**config.mk**
```make
export PLATFORM = sky130hd
export DESIGN_NAME = sync_length_checksum_deframer_unit_flat
export DESIGN_NICKNAME = d
export VERILOG_FILES = /design/src/sld_pkg.sv /design/src/sld_if.sv /design/src/sld_parser.sv /design/src/sld_out_reg.sv /design/src/sync_length_checksum_deframer_unit.sv /design/src/flat_wrapper.sv
export VERILOG_INCLUDE_DIRS = /design/src /design/src/src
export SDC_FILE = /design/constraint.sdc
export NUM_CORES = 1
export LEC_CHECK = 0
export ABC_CLOCK_PERIOD_IN_PS = 7350
export BUFFER_PORTS_ARGS = -buffer_cell sky130_fd_sc_hd__buf_4
export CAP_MARGIN = 20
export CORE_MARGIN = 10
export CORE_UTILIZATION = 40
export CTS_CLUSTER_DIAMETER = 80
export CTS_CLUSTER_SIZE = 20
export DETAILED_ROUTE_END_ITERATION = 6
export PLACE_DENSITY = 0.58
export SLEW_MARGIN = 30
export SYNTH_ARGS = -nofsm -noshare
export SYNTH_HDL_FRONTEND = slang
export SYNTH_SLANG_ARGS = --single-unit
```
**constraint.sdc**
```tcl
create_clock -name clk -period 7.35 [get_ports clk]
set_input_delay 1.47 -clock clk [delete_from_list [all_inputs] [get_ports clk]]
set_output_delay 1.47 -clock clk [all_outputs]
set_load 0.01 [all_outputs]
```
**src/assert_macros.svh**
```systemverilog
// Assertion helpers used by the parser RTL (sld_parser.sv).
`ifndef ASSERT_MACROS_SVH
`define ASSERT_MACROS_SVH

`ifndef SYNTHESIS

// Property must hold at every clock edge outside reset.
`define SLD_ASSERT(lbl, clk, rst, prop, msg) \
  lbl: assert property (@(posedge clk) disable iff (rst) (prop)) else $error(msg);

// Antecedent implies consequent in the next cycle.
`define SLD_ASSERT_NEXT(lbl, clk, rst, ante, cons, msg) \
  lbl: assert property (@(posedge clk) disable iff (rst) (ante) |=> (cons)) else $error(msg);

`else

`define SLD_ASSERT(lbl, clk, rst, prop, msg)
`define SLD_ASSERT_NEXT(lbl, clk, rst, ante, cons, msg)

`endif

`endif

```
**src/sld_pkg.sv**
```systemverilog
`default_nettype none

package sld_pkg;

  // Frame markers
  localparam logic [7:0] SYNC_LEAD  = 8'hFF;
  localparam logic [7:0] SYNC_MARK  = 8'h55;
  localparam logic [7:0] LEN_EXTEND = 8'h00;

  // Bytes counted by the length field ahead of the payload
  localparam logic [15:0] HDR_BYTES = 16'd4;

  // Result kinds
  localparam logic KIND_DATA = 1'b0;
  localparam logic KIND_END  = 1'b1;

  typedef enum logic [3:0] {
    PH_SYNC1  = 4'd0,
    PH_SYNC2  = 4'd1,
    PH_LEN    = 4'd2,
    PH_LEN_LO = 4'd3,
    PH_LEN_HI = 4'd4,
    PH_ID     = 4'd5,
    PH_CMD    = 4'd6,
    PH_TR_LO  = 4'd7,
    PH_TR_HI  = 4'd8,
    PH_DATA   = 4'd9,
    PH_SUM    = 4'd10
  } phase_t;

  typedef struct packed {
    logic        kind;
    logic [7:0]  payload_byte;
    logic [15:0] payload_index;
    logic [7:0]  command_code;
    logic [15:0] transaction_id;
    logic [15:0] frame_length;
    logic        checksum_ok;
  } res_t;

endpackage

`default_nettype wire

```
**src/sld_if.sv**
```systemverilog
`default_nettype none

// Received byte channel
interface sld_rx_if;
  logic       valid;
  logic       ready;
  logic [7:0] rx_byte;
  modport source (output valid, output rx_byte, input ready);
  modport sink (input valid, input rx_byte, output ready);
endinterface

// Lingo id configuration write channel
interface sld_cfg_if;
  logic       valid;
  logic       ready;
  logic [7:0] accepted_lingo_id;
  modport source (output valid, output accepted_lingo_id, input ready);
  modport sink (input valid, input accepted_lingo_id, output ready);
endinterface

// Result channel
interface sld_res_if;
  logic        valid;
  logic        ready;
  logic        kind;
  logic [7:0]  payload_byte;
  logic [15:0] payload_index;
  logic [7:0]  command_code;
  logic [15:0] transaction_id;
  logic [15:0] frame_length;
  logic        checksum_ok;
  modport source (output valid, output kind, output payload_byte, output payload_index,
                  output command_code, output transaction_id, output frame_length,
                  output checksum_ok, input ready);
  modport sink (input valid, input kind, input payload_byte, input payload_index,
                input command_code, input transaction_id, input frame_length,
                input checksum_ok, output ready);
endinterface

`default_nettype wire

```
**src/sld_parser.sv**
```systemverilog
`default_nettype none
`include "assert_macros.svh"

module sld_parser (
  input  wire logic      clk,
  input  wire logic      rst,
  sld_rx_if.sink         rx,
  sld_cfg_if.sink        cfg,
  input  wire logic      down_ready,
  output logic           res_valid,
  output sld_pkg::res_t  res
);

  sld_pkg::phase_t phase, phase_next;
  logic [7:0]  match_id;
  logic [15:0] length_value, length_value_next;
  logic [15:0] data_count, data_count_next;
  logic [7:0]  running_sum, running_sum_next;
  logic [7:0]  command_value, command_value_next;
  logic [15:0] transaction_value, transaction_value_next;

  logic        take;
  logic [7:0]  b;
  logic [7:0]  sum_add;
  logic [15:0] payload_len;
  logic [15:0] count_inc;
  logic        at_data;
  logic        at_sum;

  assign rx.ready  = down_ready;
  assign cfg.ready = 1'b1;
  assign take      = rx.valid && down_ready;
  assign b         = rx.rx_byte;
  assign sum_add   = running_sum + b;
  assign count_inc = data_count + 16'd1;
  assign payload_len = (length_value > sld_pkg::HDR_BYTES) ?
                       (length_value - sld_pkg::HDR_BYTES) : 16'd0;
  assign at_data   = (phase == sld_pkg::PH_DATA);
  assign at_sum    = (phase == sld_pkg::PH_SUM);

  // Hold the lingo id written over the config channel
  always_ff @(posedge clk) begin
    if (rst) begin
      match_id <= 8'd0;
    end else if (cfg.valid) begin
      match_id <= cfg.accepted_lingo_id;
    end
  end

  // Next phase and frame fields
  always_comb begin
    phase_next             = phase;
    length_value_next      = length_value;
    data_count_next        = data_count;
    running_sum_next       = running_sum;
    command_value_next     = command_value;
    transaction_value_next = transaction_value;
    case (phase)
      sld_pkg::PH_SYNC2: begin
        phase_next = (b == sld_pkg::SYNC_MARK) ? sld_pkg::PH_LEN : sld_pkg::PH_SYNC1;
      end
      sld_pkg::PH_LEN: begin
        running_sum_next = b;
        if (b == sld_pkg::LEN_EXTEND) begin
          phase_next = sld_pkg::PH_LEN_LO;
        end else begin
          length_value_next = {8'd0, b};
          phase_next        = sld_pkg::PH_ID;
        end
      end
      sld_pkg::PH_LEN_LO: begin
        running_sum_next  = sum_add;
        length_value_next = {8'd0, b};
        phase_next        = sld_pkg::PH_LEN_HI;
      end
      sld_pkg::PH_LEN_HI: begin
        running_sum_next  = sum_add;
        length_value_next = {b, length_value[7:0]};
        phase_next        = sld_pkg::PH_ID;
      end
      sld_pkg::PH_ID: begin
        running_sum_next = sum_add;
        phase_next = (b == match_id) ? sld_pkg::PH_CMD : sld_pkg::PH_SYNC1;
      end
      sld_pkg::PH_CMD: begin
        running_sum_next   = sum_add;
        command_value_next = b;
        phase_next         = sld_pkg::PH_TR_LO;
      end
      sld_pkg::PH_TR_LO: begin
        running_sum_next       = sum_add;
        transaction_value_next = {8'd0, b};
        phase_next             = sld_pkg::PH_TR_HI;
      end
      sld_pkg::PH_TR_HI: begin
        running_sum_next       = sum_add;
        transaction_value_next = {b, transaction_value[7:0]};
        data_count_next        = 16'd0;
        phase_next = (payload_len != 16'd0) ? sld_pkg::PH_DATA : sld_pkg::PH_SUM;
      end
      sld_pkg::PH_DATA: begin
        running_sum_next = sum_add;
        data_count_next  = count_inc;
        if (count_inc >= payload_len) begin
          phase_next = sld_pkg::PH_SUM;
        end
      end
      sld_pkg::PH_SUM: begin
        phase_next = sld_pkg::PH_SYNC1;
      end
      default: begin
        if (b == sld_pkg::SYNC_LEAD) begin
          phase_next = sld_pkg::PH_SYNC2;
        end else if (b == sld_pkg::SYNC_MARK) begin
          phase_next = sld_pkg::PH_LEN;
        end else begin
          phase_next = sld_pkg::PH_SYNC1;
        end
      end
    endcase
  end

  // Build the result for the current byte
  always_comb begin
    res_valid = 1'b0;
    res       = '0;
    case (phase)
      sld_pkg::PH_DATA: begin
        res_valid         = take;
        res.kind          = sld_pkg::KIND_DATA;
        res.payload_byte  = b;
        res.payload_index = data_count;
      end
      sld_pkg::PH_SUM: begin
        res_valid          = take;
        res.kind           = sld_pkg::KIND_END;
        res.command_code   = command_value;
        res.transaction_id = transaction_value;
        res.frame_length   = length_value;
        res.checksum_ok    = (sum_add == 8'd0);
      end
      default: begin
        res_valid = 1'b0;
      end
    endcase
  end

  // Advance on each accepted byte
  always_ff @(posedge clk) begin
    if (rst) begin
      phase             <= sld_pkg::PH_SYNC1;
      length_value      <= 16'd0;
      data_count        <= 16'd0;
      running_sum       <= 8'd0;
      command_value     <= 8'd0;
      transaction_value <= 16'd0;
    end else if (take) begin
      phase             <= phase_next;
      length_value      <= length_value_next;
      data_count        <= data_count_next;
      running_sum       <= running_sum_next;
      command_value     <= command_value_next;
      transaction_value <= transaction_value_next;
    end
  end

  `SLD_ASSERT(a_res_phase, clk, rst, !res_valid || at_data || at_sum, "stray result")
  `SLD_ASSERT(a_count_bound, clk, rst, !at_data || data_count < payload_len, "count past payload")
  `SLD_ASSERT_NEXT(a_end_rearm, clk, rst, take && at_sum, phase == sld_pkg::PH_SYNC1, "no rearm")
  `SLD_ASSERT_NEXT(a_stall_hold, clk, rst, !take, $stable({phase, running_sum}), "moved on stall")

endmodule

`default_nettype wire

```
**src/sld_out_reg.sv**
```systemverilog
`default_nettype none

module sld_out_reg (
  input  wire logic           clk,
  input  wire logic           rst,
  input  wire logic           load,
  input  wire sld_pkg::res_t  din,
  output logic                up_ready,
  sld_res_if.source           res
);

  logic          valid;
  sld_pkg::res_t data;

  // Refill whenever the register is empty or being drained
  assign up_ready = !valid || res.ready;

  always_ff @(posedge clk) begin
    if (rst) begin
      valid <= 1'b0;
    end else if (up_ready) begin
      valid <= load;
    end
  end

  always_ff @(posedge clk) begin
    if (up_ready && load) begin
      data <= din;
    end
  end

  assign res.valid          = valid;
  assign res.kind           = data.kind;
  assign res.payload_byte   = data.payload_byte;
  assign res.payload_index  = data.payload_index;
  assign res.command_code   = data.command_code;
  assign res.transaction_id = data.transaction_id;
  assign res.frame_length   = data.frame_length;
  assign res.checksum_ok    = data.checksum_ok;

endmodule

`default_nettype wire

```
**src/sync_length_checksum_deframer_unit.sv**
```systemverilog
`default_nettype none

// Channel  Dir  Carries
// -------  ---  ----------------------------------------------------------
// rx       in   one received byte per request
// cfg      in   accepted lingo id, taken at any cycle (ready tied high)
// res      out  payload byte or frame-end summary, one per request
//
// One byte per cycle while res is not stalled; a result appears in the
// cycle after the byte that causes it, held in a single output register.
// rx is ready whenever the output register is empty or drained this cycle.
// Reset (rst, synchronous) returns to hunting for sync and clears the lingo id.
// A stall on res holds the parser state and the pending result.

module sync_length_checksum_deframer_unit (
  input  wire logic clk,
  input  wire logic rst,
  sld_rx_if.sink    rx,
  sld_cfg_if.sink   cfg,
  sld_res_if.source res
);

  logic          up_ready;
  logic          res_valid;
  sld_pkg::res_t res_data;

  // Frame parser and checksum
  sld_parser u_parser (
    .clk        (clk),
    .rst        (rst),
    .rx         (rx),
    .cfg        (cfg),
    .down_ready (up_ready),
    .res_valid  (res_valid),
    .res        (res_data)
  );

  // Result register toward the sink
  sld_out_reg u_out_reg (
    .clk      (clk),
    .rst      (rst),
    .load     (res_valid),
    .din      (res_data),
    .up_ready (up_ready),
    .res      (res)
  );

endmodule

`default_nettype wire

```
**src/flat_wrapper.sv**
```systemverilog
// flat-port wrapper written by rule: the top's interface ports become plain ports
module sync_length_checksum_deframer_unit_flat 
  (clk, rst, rx_valid, rx_rx_byte, rx_ready, cfg_valid, cfg_accepted_lingo_id, cfg_ready, res_valid, res_kind, res_payload_byte, res_payload_index, res_command_code, res_transaction_id, res_frame_length, res_checksum_ok, res_ready);
  sld_rx_if rx_i ();
  sld_cfg_if cfg_i ();
  sld_res_if res_i ();
  input  wire logic clk;
  input  wire logic rst;
  input wire logic [$bits(rx_i.valid)-1:0] rx_valid;
  input wire logic [$bits(rx_i.rx_byte)-1:0] rx_rx_byte;
  output wire logic [$bits(rx_i.ready)-1:0] rx_ready;
  input wire logic [$bits(cfg_i.valid)-1:0] cfg_valid;
  input wire logic [$bits(cfg_i.accepted_lingo_id)-1:0] cfg_accepted_lingo_id;
  output wire logic [$bits(cfg_i.ready)-1:0] cfg_ready;
  output wire logic [$bits(res_i.valid)-1:0] res_valid;
  output wire logic [$bits(res_i.kind)-1:0] res_kind;
  output wire logic [$bits(res_i.payload_byte)-1:0] res_payload_byte;
  output wire logic [$bits(res_i.payload_index)-1:0] res_payload_index;
  output wire logic [$bits(res_i.command_code)-1:0] res_command_code;
  output wire logic [$bits(res_i.transaction_id)-1:0] res_transaction_id;
  output wire logic [$bits(res_i.frame_length)-1:0] res_frame_length;
  output wire logic [$bits(res_i.checksum_ok)-1:0] res_checksum_ok;
  input wire logic [$bits(res_i.ready)-1:0] res_ready;
  assign rx_i.valid = rx_valid;
  assign rx_i.rx_byte = rx_rx_byte;
  assign rx_ready = rx_i.ready;
  assign cfg_i.valid = cfg_valid;
  assign cfg_i.accepted_lingo_id = cfg_accepted_lingo_id;
  assign cfg_ready = cfg_i.ready;
  assign res_valid = res_i.valid;
  assign res_kind = res_i.kind;
  assign res_payload_byte = res_i.payload_byte;
  assign res_payload_index = res_i.payload_index;
  assign res_command_code = res_i.command_code;
  assign res_transaction_id = res_i.transaction_id;
  assign res_frame_length = res_i.frame_length;
  assign res_checksum_ok = res_i.checksum_ok;
  assign res_i.ready = res_ready;
  sync_length_checksum_deframer_unit u_core (.clk(clk), .rst(rst), .rx(rx_i), .cfg(cfg_i), .res(res_i));
endmodule
```
Word level (Yosys, flattened, before mapping)
Index checks and enable logic that the tools add are counted.
{"block": "op_classes", "add_sub_neg": 3, "n_mul": 0, "n_bitwise": 2, "n_mux": 15, "shifts": 0, "n_lt_le_gt_ge": 2, "n_reduce_logical": 22, "n_eq_ne": 15, "div_mod_pow": 0}
{"op": "$pmux W16 S2", "n": 2}
{"op": "$pmux W16 S3", "n": 1}
{"op": "$pmux W4 S10", "n": 1}
{"op": "$mux W16", "n": 2}
{"op": "$add A16 B1 Y16 const B", "n": 1}
{"op": "$eq A4 B3 Y1 const B", "n": 4}
{"op": "$ge A16 B16 Y1", "n": 1}
{"op": "$gt A16 B3 Y1 const B", "n": 1}
{"op": "$logic_not A8 Y1", "n": 2}
{"op": "$pmux W8 S2", "n": 1}
{"op": "$reduce_bool A16 Y1", "n": 1}
{"op": "$sub A16 B3 Y16 const B", "n": 1}
{"op": "$eq A4 B4 Y1 const B", "n": 3}
{"op": "$reduce_and A2 Y1", "n": 5}
{"op": "$add A8 B8 Y8", "n": 1}
{"op": "$eq A4 B2 Y1 const B", "n": 2}
{"op": "$eq A8 B7 Y1 const B", "n": 1}
{"op": "$eq A8 B8 Y1", "n": 1}
{"op": "$eq A8 B8 Y1 const B", "n": 1}
{"op": "$reduce_bool A2 Y1", "n": 4}
{"op": "$reduce_or A7 Y1", "n": 1}
{"op": "$mux W2", "n": 3}
{"op": "$mux W3", "n": 2}
{"op": "$reduce_and A3 Y1", "n": 2}
{"op": "other kinds (12)", "n": 15}
{"block": "word_totals", "ramBits": 0, "rom_bits": 0, "elab_cells": 76, "latchBits": 0, "regBits": 143, "mem_count": 0, "input_bits": 21}

Logic depth before layout (Yosys ltp)
{"block": "logic_depth", "word_depth": 5, "mapped_depth": 17, "depth_no_buf": 14}

Hierarchy
From an unflattened synthesis, not the netlist that was laid out.
{"block": "unflattened", "cells_unflattened": 727, "area_unflattened_um2": 7096.8}
{"mod": "sld_parser", "seq_area_each_um2": 1521.5, "cells_each": 656, "instances": 1, "area_per_inst_um2": 5059.9}
{"mod": "sld_out_reg", "seq_area_each_um2": 2001.9, "cells_each": 71, "instances": 1, "area_per_inst_um2": 2037.0}

Least setup slack after synthesis
Ideal clock, no wire load.
{"block": "synth_timing", "path_kind": "input-to-reg", "from": "in res_ready", "to": "reg u_core.u_out_reg.data, in the netlist u_core.u_out_reg.res.checksum_ok, enable pin", "stages": 5, "arrival_ps": 3436, "setup_time_ps": 420, "path_slack_ps": 3494, "n_path_buf": 1, "cell_sequence": "nand2b_1 -> and2_1 -> clkbuf_1 -> o21ai_0 -> inv_1"}
{"block": "synth_via", "elab_chain_cells": 4}
{"item": "start, declared", "line_no": "flat_wrapper.sv:23", "source": "input wire logic [$bits(res_i.ready)-1:0] res_ready;"}
{"item": "$logic_or A1 B1 Y1 *", "line_no": "sld_out_reg.sv:16", "source": "assign up_ready = !valid || res.ready;"}
{"item": "$logic_and A1 B1 Y1", "line_no": "sld_parser.sv:32", "source": "assign take = rx.valid && down_ready;"}
{"item": "$mux W1", "line_no": "sld_parser.sv:127", "source": "case (phase)"}
{"item": "$logic_and A1 B1 Y1 *", "line_no": "sld_out_reg.sv:27", "source": "if (up_ready && load) begin"}
{"item": "end signal, assigned", "line_no": "sld_out_reg.sv:28", "source": "data <= din;"}
{"item": "end, declared", "line_no": "sld_out_reg.sv:13", "source": "sld_pkg::res_t data;"}
Mark *: on every way between the ends. The rest lies on a longest branch, timed or not.
A chain may end at the register's enable or synchronous reset.

Worst setup path in the final report
{"block": "layout_timing", "from": "reg u_core.u_parser.length_value[12]", "to": "reg u_core.u_parser.phase[0]"}
{"block": "layout_via", "elab_chain_cells": 5, "word_cells_on_any_way": 9}
{"item": "start, declared", "line_no": "sld_parser.sv:16", "source": "logic [15:0] length_value, length_value_next;"}
{"item": "start signal, assigned", "line_no": "sld_parser.sv:159", "source": "length_value <= length_value_next;"}
{"item": "$sub A16 B3 Y16 / $gt A16 B3 Y1 (equally long branches)", "line_no": "sld_parser.sv:37, sld_parser.sv:36"}
{"item": "$mux W16 *", "line_no": "sld_parser.sv:36", "source": "assign payload_len = (length_value > sld_pkg::HDR_BYTES) ?"}
{"item": "$ge A16 B16 Y1 / $reduce_bool A16 Y1 (equally long branches)", "line_no": "sld_parser.sv:104, sld_parser.sv:99"}
{"item": "$ne A2 B1 Y1 (no line) / $mux W2 (equally long branches)"}
{"item": "$reduce_and A2 Y1 (no line) / $pmux W4 S10 (equally long branches)"}
{"item": "end signal, assigned", "line_no": "sld_parser.sv:151", "source": "phase <= sld_pkg::PH_SYNC1;"}
{"item": "end signal, assigned", "line_no": "sld_parser.sv:158", "source": "phase <= phase_next;"}
{"item": "end, declared", "line_no": "sld_parser.sv:14", "source": "sld_pkg::phase_t phase, phase_next;"}
Marks and branches as above.

==> summary.txt <==
Place
  – Final HPWL DP: 12,470 um
  – Dpl ws: 3.632 ns
  – Post-placement cell count: 1,016
  – PortBufs: 88
  – Dpl cell area: 7910 um2
  – GP Congestion: 0.8989

Floorplan
  – Initial core utilization: 40.49%
  – Core box area: 17,900 um2
  – I/O pin count: 90
  – Die Width: 154.6 um
  – Die height: 154.6 um
  – Num rows: 49
  – Die Area: 23,910 um2

Routing
  – Via/cell ratio: 5.335
  – DRT iter0 DRCs: 412
  – WL/cell: 17.38 um
  – Drt total wl: 18,210 um
  – First-pass iteration count of the detailed router: 5
  – DR vias: 5,591
  – Post-route ant nets: 0
  – DRC Markers: 0

Logic synthesis
  – Synthesized area: 7249 um2
  – Syn Nets: 804
  – Flops & latches, synth: 143
  – Yosys top cell by area: edfxtp_1
  – Number of synthesis warnings: 0
  – Mapped Cells: 756
  – Ys flop type: dfxtp_1
  – Area share of the largest cell type after synthesis: 27.34%
  – Asr flop ratio synth: 0%
  – Synth area leaders: edfxtp_1 27%, dfxtp_1 21%, and2_1 5.4%
  – Post-synth EDFFs: 66
  – Yosys cell types: 62
  – Avg Cell Area, Syn: 9.589 um2
  – Sequential fraction of the synthesis area: 48.60%

Setup path
  – FF-to-FF path depth: 13
  – CP required: 7.67 ns
  – Worst r2r src: u_core.u_parser.length_value[12]
  – Critical-path top delay cell: nand3_1
  – Critical Path, Cell by Cell: or3_1, or2_2, nor3_1, nand3_1, and2_1, ha_1, nor2b_1, o21ai_0, a221oi_1, o21ai_0, a21oi_1, nor4b_1, a21o_1
  – FF-to-FF setup slack: 3.57 ns
  – Critical Path Most Common Cell: o21ai_0
  – Slowest Stage Delay on Critical Path: 0.45 ns
  – CP Class: flop to flop
  – Setup crit end kind: flop
  – Reg2reg end: u_core.u_parser.phase[0]
  – Critical Path AT: 4.10 ns
  – Setup crit start kind: flop
  – Crit path max fanout: 15

Clock network
  – # hold bufs at CTS: 0
  – Clk buf depth: 2
  – CTS resizes: 0
  – Num CTS Buffers: 17
  – Root Driver: clkbuf_16
  – Setup Buffers After CTS: 0
  – Total clock sinks: 143
  – H-Tree Depth: 4
  – TritonCTS clock tree: done
  – Clock transition at path regs: 0.06 ns
  – Clk_lat worst skew: 0.43 ns

Global routing
  – Largest net degree at the start of global routing: 81
  – Initial antenna violation count: 0
  – First-pass GRT wire length: 29,610 um
  – Vias in the first global route: 5,616
  – Total GRT Usage: 15.28%
  – Total grt overflow: 0

Layout
  – Layout cells sized above 1: 17.34%
  – Final Util: 47.48%
  – Multi-input gate area: 3378 um2
  – Final Cell Area: 8499 um2
  – Nets: 854
  – Register area: 3523 um2
  – Layout overhead on the synthesized area: 17.24%
  – # fillers: 1,710
  – Post-Layout Cell Count: 1,048
  – Diode count: 0

Min path
  – Hold Crit Start: u_core.u_parser.transaction_value[4]
  – WHS Endpoint: u_core.u_parser.transaction_value[4]
  – Hold Crit Depth: 2
  – Hold Path Class: flop to flop

STA
  – RSZ-0062 raised after global routing: false
  – Worst Setup Slack, final: 3.571 ns
  – Tmin final: 3.779 ns
  – Slew HR: 34.92%
  – Count of final setup violators: 0
  – Max Freq: 264.6 MHz
  – Slew @ Worst Pin: 0.9687 ns
  – Skew final: 0.006621 ns
  – Fin. Hold Viols: 0
  – Fin crit share: 51.41%
  – Final slew viol count: 0
  – Fin Setup TNS: 0 ns

Flow run
  – Max-Cap Viols: 0

Outcome
  – Run status: finished, final reports clean

Pwr
  – Maximum VDD drop: 178.3 uV
  – Leak Pwr: 3.212 nW
  – Cell Pwr Density: 225.2 nW/um2
==> cell usage after synthesis, types with 3 or more instances <==
cell / count
dfxtp_1: 77
nand2_1: 72
nor2_1: 68
edfxtp_1: 66
a21oi_1: 64
and2_1: 63
clkbuf_1: 44
nand3_1: 40
ha_1: 26
mux2i_1: 25
o21ai_0: 24
xnor2_1: 24
xor2_1: 16
and3_1: 11
inv_1: 11
nor3_1: 11
nor4_1: 9
or3_1: 8
a211oi_1: 7
buf_6: 6
nand4_1: 6
a21o_1: 5
a22oi_1: 5
nand2b_1: 5
nor4b_1: 4
a31oi_1: 3
buf_4: 3
clkbuf_8: 3
nand3b_1: 3
nor2b_1: 3
or2_2: 3
==> stage by stage <==
step                      hold slack (ns)  power (mW)
final                              0.4476       1.914
after CTS                          0.4503       1.923
after detailed placement           0.4412       1.078
after global routing               0.4837       1.988
after global placement             0.4370       1.072
after floorplan                    0.4273       1.028
==> cell families after synthesis <==
kind of cell / synth area share, %
and+or+nand+nor: 22.73
DFF: 48.60
AOI/OAI and AO/OA: 10.61
buffers and inverters: 4.953
xor gates and xnor gates: 4.833
adders and majority gates: 4.764
muxes: 3.452
other: 0.05173
==> where the power goes <==
| part | internal, mW | switching, mW | total, mW | leakage [nW] |
|---|---|---|---|---|
| clock network | 0.480 | 0.371 | 0.851 | 0.278 |
| registers | 0.836 | 0.0159 | 0.852 | 1.12 |
| logic | 0.0820 | 0.130 | 0.212 | 1.81 |
==> layout by cell type, fill, tap and decap left out, types with 5 or more instances in the layout <==
cell type / count
mux2i_1: 25
edfxtp_1: 66
and2_1: 63
a22oi_1: 5
ha_1: 26
inv_1: 10
xnor2_1: 24
a211oi_1: 7
nor4_1: 9
nor2_1: 67
dfxtp_1: 77
and3_1: 11
clkbuf_16: 17
a21oi_1: 64
nor3_1: 10
xor2_1: 16
a21o_1: 5
nand4_1: 6
buf_4: 91
nand2b_1: 5
nand2_1: 72
nand3_1: 40
or3_1: 8
o21ai_0: 24
==> worst max path at each step <==
stage	startpoint	to	slack, ns
after floorplan	res_ready	u_core.u_out_reg.res.checksum_ok	3.49
after global placement	res_ready	u_core.u_out_reg.res.payload_byte[5]	3.66
after detailed placement	res_ready	u_core.u_out_reg.res.transaction_id[12]	3.63
after CTS	u_core.u_parser.length_value[12]	u_core.u_parser.phase[0]	3.63
after global routing	u_core.u_parser.length_value[2]	u_core.u_parser.phase[0]	3.30
final	u_core.u_parser.length_value[12]	u_core.u_parser.phase[0]	3.57
==> worst max-delay path: cells and delay by family, from the launching register on <==
family / cells / cell delay (ns)
and+or+nand+nor: 7 / 1.98
DFF: 1 / 0.38
adders and majority gates: 1 / 0.27
AOI/OAI and AO/OA: 5 / 1.04
==> flip-flops by register name (all words and copies together), names as in the netlist, 16 cells and up <==
signal,flops
u_core.u_parser.data_count,16
u_core.u_out_reg.res.payload_index,16
u_core.u_out_reg.res.transaction_id,16
u_core.u_parser.transaction_value,16
u_core.u_parser.length_value,16
u_core.u_out_reg.res.frame_length,16
==> final cells by class <==
class                   count  share of cell area [%]
flip-flops and latches    143                   41.45
well taps                 229                   3.371
clock buffers              18                   5.049
clock inverters            14                   1.811
repair buffers             91                   8.038
inverters                  12                  0.5300
multi-input cells         541                   39.75
==> layer usage <==
metal,wire (um),GRT usage (%)
met1,8191,19.20
met2,8668,24.88
met3,1135,4.049
met4,214,5.038
met5,0,0
Power figures use the tool's default switching activity.
